**src/hw/rtl/f2c_pkg.sv**
```systemverilog
package f2c_pkg;

    localparam int DEF_MAX_WAYPOINTS = 256;
    localparam int ROOT_STEPS        = 32;
    localparam int DIV_STEPS         = 32;
    localparam int MUL_STEPS         = 6;
    localparam int SQR_STEPS         = 3;

    localparam logic [63:0] ONE_Q30   = 64'd1 << 30;
    localparam logic [63:0] HALF_Q30  = 64'd1 << 29;
    localparam logic [63:0] ROOT_TOP  = 64'd1 << 62;

    typedef enum logic [3:0] {
        ST_IDLE,
        ST_SCAN,
        ST_RD_START,
        ST_RD_END,
        ST_DIFF,
        ST_SQR,
        ST_SQRT,
        ST_DIVX,
        ST_DIVY,
        ST_MUL,
        ST_OUT
    } t_state;

    typedef enum logic [1:0] {
        RD_ZERO,
        RD_SCAN,
        RD_START,
        RD_END
    } t_rd_sel;

    typedef enum logic [2:0] {
        MS_DXDX,
        MS_DYDY,
        MS_GCX,
        MS_DCY,
        MS_GCY,
        MS_DCX
    } t_mul_sel;

    typedef enum logic [1:0] {
        ACC_NONE,
        ACC_LOAD,
        ACC_ADD,
        ACC_SUB
    } t_acc_op;

    typedef struct packed {
        logic     accept;
        t_rd_sel  rd_sel;
        logic     scan_step;
        logic     lat_start;
        logic     lat_diff;
        t_mul_sel mul_sel;
        t_acc_op  acc_op;
        logic     sqrt_init;
        logic     sqrt_step;
        logic     div_init;
        logic     div_sel_y;
        logic     div_step;
        logic     lat_cx;
        logic     lat_cy;
        logic     lat_px;
        logic     lat_py;
        logic     out_load;
    } t_cmd;

    typedef struct packed {
        logic scan_more;
        logic degen_now;
        logic out_free;
    } t_status;

endpackage

```
**src/hw/rtl/f2c_ctrl.sv**
```systemverilog
module f2c_ctrl (
    input  logic            i_clk,
    input  logic            i_rst_n,
    input  logic            i_valid,
    input  logic            i_kind,
    output logic            o_stall,
    input  f2c_pkg::t_status i_status,
    output f2c_pkg::t_cmd    o_cmd
);
    import f2c_pkg::*;

    t_state     r_state, n_state;
    logic [5:0] r_step, n_step;

    always_ff @(posedge i_clk) begin
        if (!i_rst_n) begin
            r_state <= ST_IDLE;
            r_step  <= '0;
        end else begin
            r_state <= n_state;
            r_step  <= n_step;
        end
    end

    always_comb begin
        n_state = r_state;
        n_step  = r_step;
        o_cmd   = '0;
        o_stall = (r_state != ST_IDLE);
        case (r_state)
            ST_IDLE: begin
                o_cmd.rd_sel = RD_ZERO;
                if (i_valid) begin
                    o_cmd.accept = 1'b1;
                    if (i_kind) n_state = ST_SCAN;
                end
            end
            ST_SCAN: begin
                o_cmd.rd_sel    = RD_SCAN;
                o_cmd.scan_step = 1'b1;
                if (!i_status.scan_more) n_state = ST_RD_START;
            end
            ST_RD_START: begin
                o_cmd.rd_sel = RD_START;
                n_state      = ST_RD_END;
            end
            ST_RD_END: begin
                o_cmd.rd_sel    = RD_END;
                o_cmd.lat_start = 1'b1;
                n_state         = ST_DIFF;
            end
            ST_DIFF: begin
                o_cmd.lat_diff = 1'b1;
                n_step         = '0;
                n_state        = i_status.degen_now ? ST_OUT : ST_SQR;
            end
            ST_SQR: begin
                n_step = r_step + 6'd1;
                case (r_step)
                    6'd0: o_cmd.mul_sel = MS_DXDX;
                    6'd1: begin
                        o_cmd.mul_sel = MS_DYDY;
                        o_cmd.acc_op  = ACC_LOAD;
                    end
                    default: begin
                        o_cmd.acc_op = ACC_ADD;
                        n_step       = '0;
                        n_state      = ST_SQRT;
                    end
                endcase
            end
            ST_SQRT: begin
                n_step = r_step + 6'd1;
                if (r_step == 6'd0) o_cmd.sqrt_init = 1'b1;
                else o_cmd.sqrt_step = 1'b1;
                if (r_step == 6'(ROOT_STEPS)) begin
                    n_step  = '0;
                    n_state = ST_DIVX;
                end
            end
            ST_DIVX, ST_DIVY: begin
                o_cmd.div_sel_y = (r_state == ST_DIVY);
                n_step = r_step + 6'd1;
                if (r_step == 6'd0) o_cmd.div_init = 1'b1;
                else if (r_step <= 6'(DIV_STEPS)) o_cmd.div_step = 1'b1;
                else begin
                    o_cmd.lat_cx = (r_state == ST_DIVX);
                    o_cmd.lat_cy = (r_state == ST_DIVY);
                    n_step       = '0;
                    n_state      = (r_state == ST_DIVX) ? ST_DIVY : ST_MUL;
                end
            end
            ST_MUL: begin
                n_step = r_step + 6'd1;
                case (r_step)
                    6'd0: o_cmd.mul_sel = MS_GCX;
                    6'd1: begin
                        o_cmd.mul_sel = MS_DCY;
                        o_cmd.acc_op  = ACC_LOAD;
                    end
                    6'd2: begin
                        o_cmd.mul_sel = MS_GCY;
                        o_cmd.acc_op  = ACC_ADD;
                    end
                    6'd3: begin
                        // x sum is complete, start the y sum
                        o_cmd.mul_sel = MS_DCX;
                        o_cmd.acc_op  = ACC_LOAD;
                        o_cmd.lat_px  = 1'b1;
                    end
                    6'd4: o_cmd.acc_op = ACC_SUB;
                    default: begin
                        o_cmd.lat_py = 1'b1;
                        n_step       = '0;
                        n_state      = ST_OUT;
                    end
                endcase
            end
            ST_OUT: begin
                if (i_status.out_free) begin
                    o_cmd.out_load = 1'b1;
                    n_state        = ST_IDLE;
                end
            end
            default: n_state = ST_IDLE;
        endcase
    end

endmodule

```
**config.mk**
```make
export PLATFORM = sky130hd
export DESIGN_NAME = f2c_ctrl
export DESIGN_NICKNAME = d
export VERILOG_FILES = /design/src/hw/rtl/f2c_pkg.sv /design/src/hw/rtl/f2c_ctrl.sv
export SDC_FILE = /design/constraint.sdc
export NUM_CORES = 1
export LEC_CHECK = 0
export ABC_CLOCK_PERIOD_IN_PS = 2900
export CORE_MARGIN = 2
export CORE_UTILIZATION = 55
export DETAILED_ROUTE_END_ITERATION = 10
export DONT_BUFFER_PORTS = 1
export GPL_ROUTABILITY_DRIVEN = 1
export PLACE_DENSITY_LB_ADDON = 0.12
export SETUP_SLACK_MARGIN = 0.15
export SLEW_MARGIN = 30
export SYNTH_ARGS = -nofsm -noshare
export SYNTH_HDL_FRONTEND = slang
export SYNTH_SLANG_ARGS = --single-unit
```
**constraint.sdc**
```tcl
create_clock -name i_clk -period 2.9 [get_ports i_clk]
set_input_delay 0.145 -clock i_clk [delete_from_list [all_inputs] [get_ports i_clk]]
set_output_delay 0.145 -clock i_clk [all_outputs]
set_load 0.005 [all_outputs]
```
==> key figures, run 1 <==
Timing
  – Endpoints failing hold: 0
  – Slew HR: 0.568
  – Max Clock Skew: 1.11 ps
  – Worst Max-Slew Pin Slew: 642 ps
  – Slew Viols, Final: 0
  – Highest clock rate: 0.404 GHz
  – RSZ-0062 raised after global routing: false
  – Final worst slack: 426 ps
  – Final Cycle Share: 0.853
  – Final setup violation count: 0
  – Post-route minimum period: 2470 ps
  – Setup TNS: 0 ps

Placed design
  – Hpwl dp: 1.71 mm
  – Pre-CTS setup slack: 443 ps
  – Number of port buffers: 0
  – Gpl congestion: 0.865

Clocking
  – CTS max path bufs: 2
  – Post-cts hold buffer count: 0
  – H-tree levels: 1
  – CTS Root Cell: clkbuf_4
  – TritonCTS buffer count: 3
  – Post-CTS Setup Inserts: 0
  – Clock sink count: 10
  – Clk pin slew, worst setup/hold paths: 70 ps
  – TritonCTS clock tree: built
  – Clk_lat worst skew: 260 ps
  – Post_cts resized: 0

Pwr
  – Peak supply drop: 450 uV
  – Net switching power: 0.000206 W
  – Flop pwr share: 0.400
  – Clk pwr share: 0.242
  – Switching Share: 0.395
  – LEAKAGE: 0.420 nW
  – Gate power share: 0.358
  – Power Dens Cells: 486 mW/mm2
  – Pint: 0.000315 W

Final layout
  – Antenna diodes: 0
  – Area growth from synthesis to layout: 4.26%
  – Layout cell share with drive strength beyond 1: 0.107
  – # nets final: 152

Global route
  – Global-route total usage across every layer: 0.217
  – First-pass GRT wire length: 3.48 mm
  – Total grt overflow: 0
  – Vias in the first global route: 810
  – Initial antenna violation count: 0
  – Pin count of the biggest net entering global routing: 21

Hold path
  – Worst min-delay path class: primary input to register

Routing
  – Uppermost routed layer: met4
  – Metal1 wirelength: 1.19 mm
  – Post-route DRC: 0
  – 1st-iter DRT viols: 22
  – Metal2 WL: 1.05 mm
  – DR WL/cell: 14.1 um
  – Vias: 1004
  – Antenna Nets Post-Route: 0
  – Metal3 WL: 75 um
  – DR pass1 iterations: 4
  – Via density: 6.08
  – Final wirelength: 2.33 mm

Logic synthesis
  – Top FF cell, synth: dfxtp_1
  – Cell variety after synth: 41
  – Most frequent cell after synthesis: nand2_1
  – EDFF count, synth: 0
  – Post-Syn Nets: 154
  – Commonest cells post-synth: nand2_1, nor2_1, a21oi_1, dfxtp_1, o21ai_0
  – Register area share after synthesis: 0.195
  – Yosys warns: 0
  – Area share of the largest cell type after synthesis: 0.195
  – Post-Synthesis Cells: 143
  – Synthesized area: 0.00103 mm2
  – Top cells by area, synth: dfxtp_1, nand2_1, nor2_1
  – Leading area contributor after synthesis: dfxtp_1
  – Synth Area per Inst: 7.19 um2
  – Synthesized flop and latch total: 10
  – Async SR Flop Fraction: 0

Worst setup path
  – Data arrival, critical path: 2660 ps
  – Critical path type: register to register
  – CP Launch Type: register
  – CP required: 3090 ps
  – Worst-path maximum fanout: 6
  – Crit end category: register

Floorplanning
  – Die Ht: 47.2 um
  – Die Width: 47.2 um
  – Die area: 0.00223 mm2
  – Core footprint: 0.00175 mm2
  – Row count: 15
  – # IOs: 29
  – Initial core utilization: 0.589

Flow run
  – Max-cap check violation count: 0

Outcome
  – Outcome: complete, no violations
## placed cells by master, fill, tap and decap left out, drive strengths merged, types with 2 or more instances in the layout
master,n
inv,6
nor4bb,3
xnor2,2
o21bai,3
nor3,5
nand3,6
and3,5
nor2b,3
nor2,16
a21oi,10
and2,5
mux2i,4
nand3b,3
a22oi,4
ha,4
o22ai,2
dfxtp,10
clkbuf,4
nand2,18
o21ai,10
nor4,2
## path summary, 6_finish.rpt
kind | startpoint | to | slack, ps | cells after the start
setup reg to reg | r_step[0] | r_state[1] | 430 | 7
hold / removal | i_rst_n | r_step[4] | 20 | 2
setup / recovery | r_step[0] | r_state[1] | 430 | 7
hold reg to reg | r_step[1] | r_step[1] | 510 | 2
## critical path, cell delays in order, from the launching register on
cell	delay, ps
dfxtp_1	340
inv_1	130
ha_1	260
or4b_4	540
o41ai_4	330
o21ai_2	130
nor4_4	400
mux2i_1	260
## cell type report
class / count / area [um2]
multi-input combinational: 119 / 774
fill: 164 / 673
sequential: 10 / 200
clock buffer: 4 / 36.3
tap: 25 / 31.3
inverter: 6 / 22.5
timing repair buffer: 1 / 7.51
## logic make-up (layout without fill, tap and decap cells)
kind of cell    count (synthesis)  after routing  share of synthesized area
mux                             5              5                     0.0499
fa+ha+maj                       4              4                     0.0487
simple gates                   74             74                      0.412
flops                          10             10                      0.195
buf+inv                        14             11                     0.0523
compound gates                 34             34                      0.225
xor+xnor                        2              2                     0.0170
## power groups by stage
stage | clock, W | combinational (W) | sequential (W)
final | 0.000126 | 0.000187 | 0.000209
after global routing | 0.000134 | 0.000210 | 0.000217
after CTS | 0.000123 | 0.000188 | 0.000208
after detailed placement | 0 | 0.000188 | 0.000211
after global placement | 0 | 0.000183 | 0.000209
after floorplan | 0 | 0.000208 | 0.000165
## state kept, by name, summed over array words and instances (netlist names)
signal,flops
r_step,6
r_state,4
## routing by layer
metal	vias up	GRT usage
met4	0	0.0500
met1	469	0.309
met5	-	0
li1	511	-
met2	22	0.346
met3	2	0.0269
## per-stage QoR
stage | util | power, W | cell area (um2) | hold WS (ps) | std cells
floorplan | - | 0.000372 | 1030 | 316 | 143
global placement | 0.594 | 0.000391 | 1040 | 289 | 161
detailed placement | 0.594 | 0.000398 | 1040 | 290 | 161
CTS | 0.614 | 0.000519 | 1070 | 27.2 | 165
global route | 0.614 | 0.000561 | 1070 | 22.7 | 165
finish | 0.614 | 0.000521 | 1070 | 22.1 | 165
(Power assumes the default switching activity.)
==> run 2, diff against run 1 <==
--- a/config.mk
+++ b/config.mk
@@ -6,10 +6,10 @@
 export NUM_CORES = 1
 export LEC_CHECK = 0
 export ABC_CLOCK_PERIOD_IN_PS = 2900
+export BUFFER_PORTS_ARGS = -buffer_cell sky130_fd_sc_hd__buf_2
 export CORE_MARGIN = 2
-export CORE_UTILIZATION = 55
+export CORE_UTILIZATION = 51
 export DETAILED_ROUTE_END_ITERATION = 10
-export DONT_BUFFER_PORTS = 1
 export GPL_ROUTABILITY_DRIVEN = 1
 export PLACE_DENSITY_LB_ADDON = 0.12
 export SETUP_SLACK_MARGIN = 0.15
==> run 2 against run 1 <==
  * Clock skew is 6.2 ps higher
  * First-iteration DRC count rose by 45%
  * Combinational power rose by 32%
  * Sequential cell count is the same
  * Core utilization rose by 2.2 points
  * Critical endpoint unchanged
  * Largest power group is now combinational cells
  * Highest routed layer unchanged
==> key figures, run 2 (synthesis gave the netlist of run 1 again) <==
Outcome
  – Outcome: complete, no violations (unchanged)

Clocking
  – Clk pin slew, worst setup/hold paths: 70 ps (about the same)
  – Clock sink count: 10 (unchanged)
  – H-tree levels: 1 (unchanged)
  – Post-CTS Setup Inserts: 0 (unchanged)
  – Clk_lat worst skew: 280 ps (was 260 ps)
  – Post-cts hold buffer count: 0 (unchanged)
  – CTS Root Cell: clkbuf_4 (unchanged)
  – TritonCTS buffer count: 3 (unchanged)
  – Post_cts resized: 0 (unchanged)
  – CTS max path bufs: 2 (unchanged)
  – TritonCTS clock tree: built (unchanged)

Worst setup path
  – Crit end category: register (unchanged)
  – Crit Reg-Reg Endpoint: r_state[1] (unchanged)
  – Data arrival, critical path: 2650 ps (was 2660 ps)
  – FF-to-FF path depth: 7 (unchanged)
  – Slowest-stage cell, CP: or4b_4 (unchanged)
  – R2R Setup Slk: 450 ps (was 430 ps)
  – Worst-path maximum fanout: 6 (unchanged)
  – Cells along the critical path: inv_1, ha_1, or4b_4, o41ai_4, o21ai_2, nor4_4, mux2i_1 (unchanged)
  – Buffers & Inverters on Critical Path: 1 (unchanged)
  – R2R Path Start: r_step[0] (unchanged)
  – CP required: 3100 ps (was 3090 ps)
  – CP top delay family: simple AND/OR/NAND/NOR gates (unchanged)
  – Critical path type: register to register (unchanged)
  – CP Launch Type: register (unchanged)
  – Delay of the slowest cell on the worst path: 530 ps (was 540 ps)

Final layout
  – Final core utilization: 0.636 (was 0.614)
  – Layout cell share with drive strength beyond 1: 0.260 (was 0.107)
  – Fill cells: 187 (was 164)
  – Most frequent cells in the layout: buf_2, nand2_1, nor2_1 (was nand2_1, nor2_1, a21oi_1, dfxtp_1, o21ai_0)
  – # nets final: 181 (was 152)
  – Most flop-heavy register: r_step (unchanged)
  – Commonest non-fill, non-tap cell in the layout: buf_2 (was nand2_1)
  – Largest registers: r_step x6, r_state x4 (unchanged)
  – Max reg flops: 6 (unchanged)
  – Area growth from synthesis to layout: 18.9% (was 4.26%)
  – Antenna diodes: 0 (unchanged)

Placed design
  – Hpwl dp: 1.91 mm (was 1.71 mm)
  – Number of port buffers: 28 (was 0)
  – Pre-CTS setup slack: 487 ps (was 443 ps)
  – Gpl congestion: 0.835 (was 0.865)

Hold path
  – HP Start: i_rst_n (unchanged)
  – WHS Endpoint: r_step[4] (unchanged)
  – WHS Path Cells: 3 (was 2)
  – Worst min-delay path class: primary input to register (unchanged)

Routing
  – DR pass1 iterations: 4 (unchanged)
  – Uppermost routed layer: met4 (unchanged)
  – Via density: 5.70 (was 6.08)
  – 1st-iter DRT viols: 32 (was 22)
  – DR WL/cell: 12.9 um (was 14.1 um)
  – Metal2 WL: 1.11 mm (was 1.05 mm)
  – Final wirelength: 2.53 mm (was 2.33 mm)
  – Metal1 wirelength: 1.20 mm (was 1.19 mm)
  – Vias: 1118 (was 1004)
  – Metal3 WL: 147 um (was 75 um)
  – Antenna Nets Post-Route: 0 (unchanged)
  – Post-route DRC: 0 (unchanged)

Timing
  – Slew HR: 0.619 (was 0.568)
  – Highest clock rate: 0.407 GHz (was 0.404 GHz)
  – Slew Viols, Final: 0 (unchanged)
  – Setup TNS: 0 ps (unchanged)
  – Final worst slack: 445 ps (was 426 ps)
  – Endpoints failing hold: 0 (unchanged)
  – RSZ-0062 raised after global routing: false (unchanged)
  – Max Clock Skew: 7.33 ps (was 1.11 ps)
  – Worst Max-Slew Pin Slew: 564 ps (was 642 ps)
  – Final Cycle Share: 0.846 (was 0.853)
  – Post-route minimum period: 2450 ps (was 2470 ps)
  – Final setup violation count: 0 (unchanged)

Pwr
  – Net switching power: 0.000222 W (was 0.000206 W)
  – Peak supply drop: 399 uV (was 450 uV)
  – Flop pwr share: 0.335 (was 0.400)
  – Pint: 0.000345 W (was 0.000315 W)
  – LEAKAGE: 0.568 nW (was 0.420 nW)
  – Power Dens Cells: 463 mW/mm2 (was 486 mW/mm2)
  – Power Total: 0.000566 W (was 0.000521 W)
  – Gate power share: 0.436 (was 0.358)
  – Switching Share: 0.392 (was 0.395)
  – Clk pwr share: 0.229 (was 0.242)

Floorplanning
  – Row count: 16 (was 15)
  – Die Width: 48.9 um (was 47.2 um)
  – Core footprint: 0.00192 mm2 (was 0.00175 mm2)
  – # IOs: 29 (unchanged)
  – Die Ht: 48.9 um (was 47.2 um)
  – Initial core utilization: 0.535 (was 0.589)
  – Die area: 0.00239 mm2 (was 0.00223 mm2)

Global route
  – First-pass GRT wire length: 4.02 mm (was 3.48 mm)
  – Vias in the first global route: 960 (was 810)
  – Initial antenna violation count: 0 (unchanged)
  – Pin count of the biggest net entering global routing: 21 (unchanged)
  – Global-route total usage across every layer: 0.214 (was 0.217)
  – Total grt overflow: 0 (unchanged)

Flow run
  – Max-cap check violation count: 0 (unchanged)
-- run 2: changes by cell type in the layout (fill, tap and decap cells not counted), sizes merged --
cell	change
buf	+29
-- run 2: worst min-delay path, stage by stage --
cell     delay (ps)
buf_2           180
nand3_1         110
nand2_1          50
-- run 2: area by class of cell --
cell class | instances | area, um2 | area share
multi-input cells | 119 | 774 | 0.634
flip-flops and latches | 10 | 200 | 0.164
repair buffers | 30 | 155 | 0.127
clock buffers | 4 | 36.3 | 0.0297
well taps | 27 | 33.8 | 0.0276
inverters | 6 | 22.5 | 0.0184
-- run 2: stage by stage --
step	hold slack [ps]	instance area, um2	instances
after detailed placement	514	1190	192
after floorplan	316	1030	143
final	252	1220	196
after global placement	488	1190	192
after global routing	264	1220	196
after CTS	245	1220	196
-- run 2: power groups by stage --
stage	Combinational, W	Clock, W	Sequential, W
after CTS	0.000248	0.000134	0.000188
final	0.000247	0.000130	0.000190
after floorplan	0.000208	0	0.000165
after global routing	0.000275	0.000139	0.000193
after global placement	0.000242	0	0.000190
after detailed placement	0.000248	0	0.000191
-- run 2: routing by layer --
layer	GRT usage	vias up
li1	-	565
met4	0.143	0
met1	0.281	506
met5	0	-
met3	0.0215	7
met2	0.331	40
-- run 2: worst max path at each step --
| stage | endpoint | startpoint | depth (start not counted) |
|---|---|---|---|
| after floorplan | r_state[0] | r_step[0] | 7 |
| after global placement | r_state[0] | r_step[0] | 7 |
| after detailed placement | r_state[1] | r_step[0] | 7 |
| after CTS | r_state[1] | r_step[0] | 7 |
| after global routing | r_state[1] | r_step[0] | 7 |
| final | r_state[1] | r_step[0] | 7 |
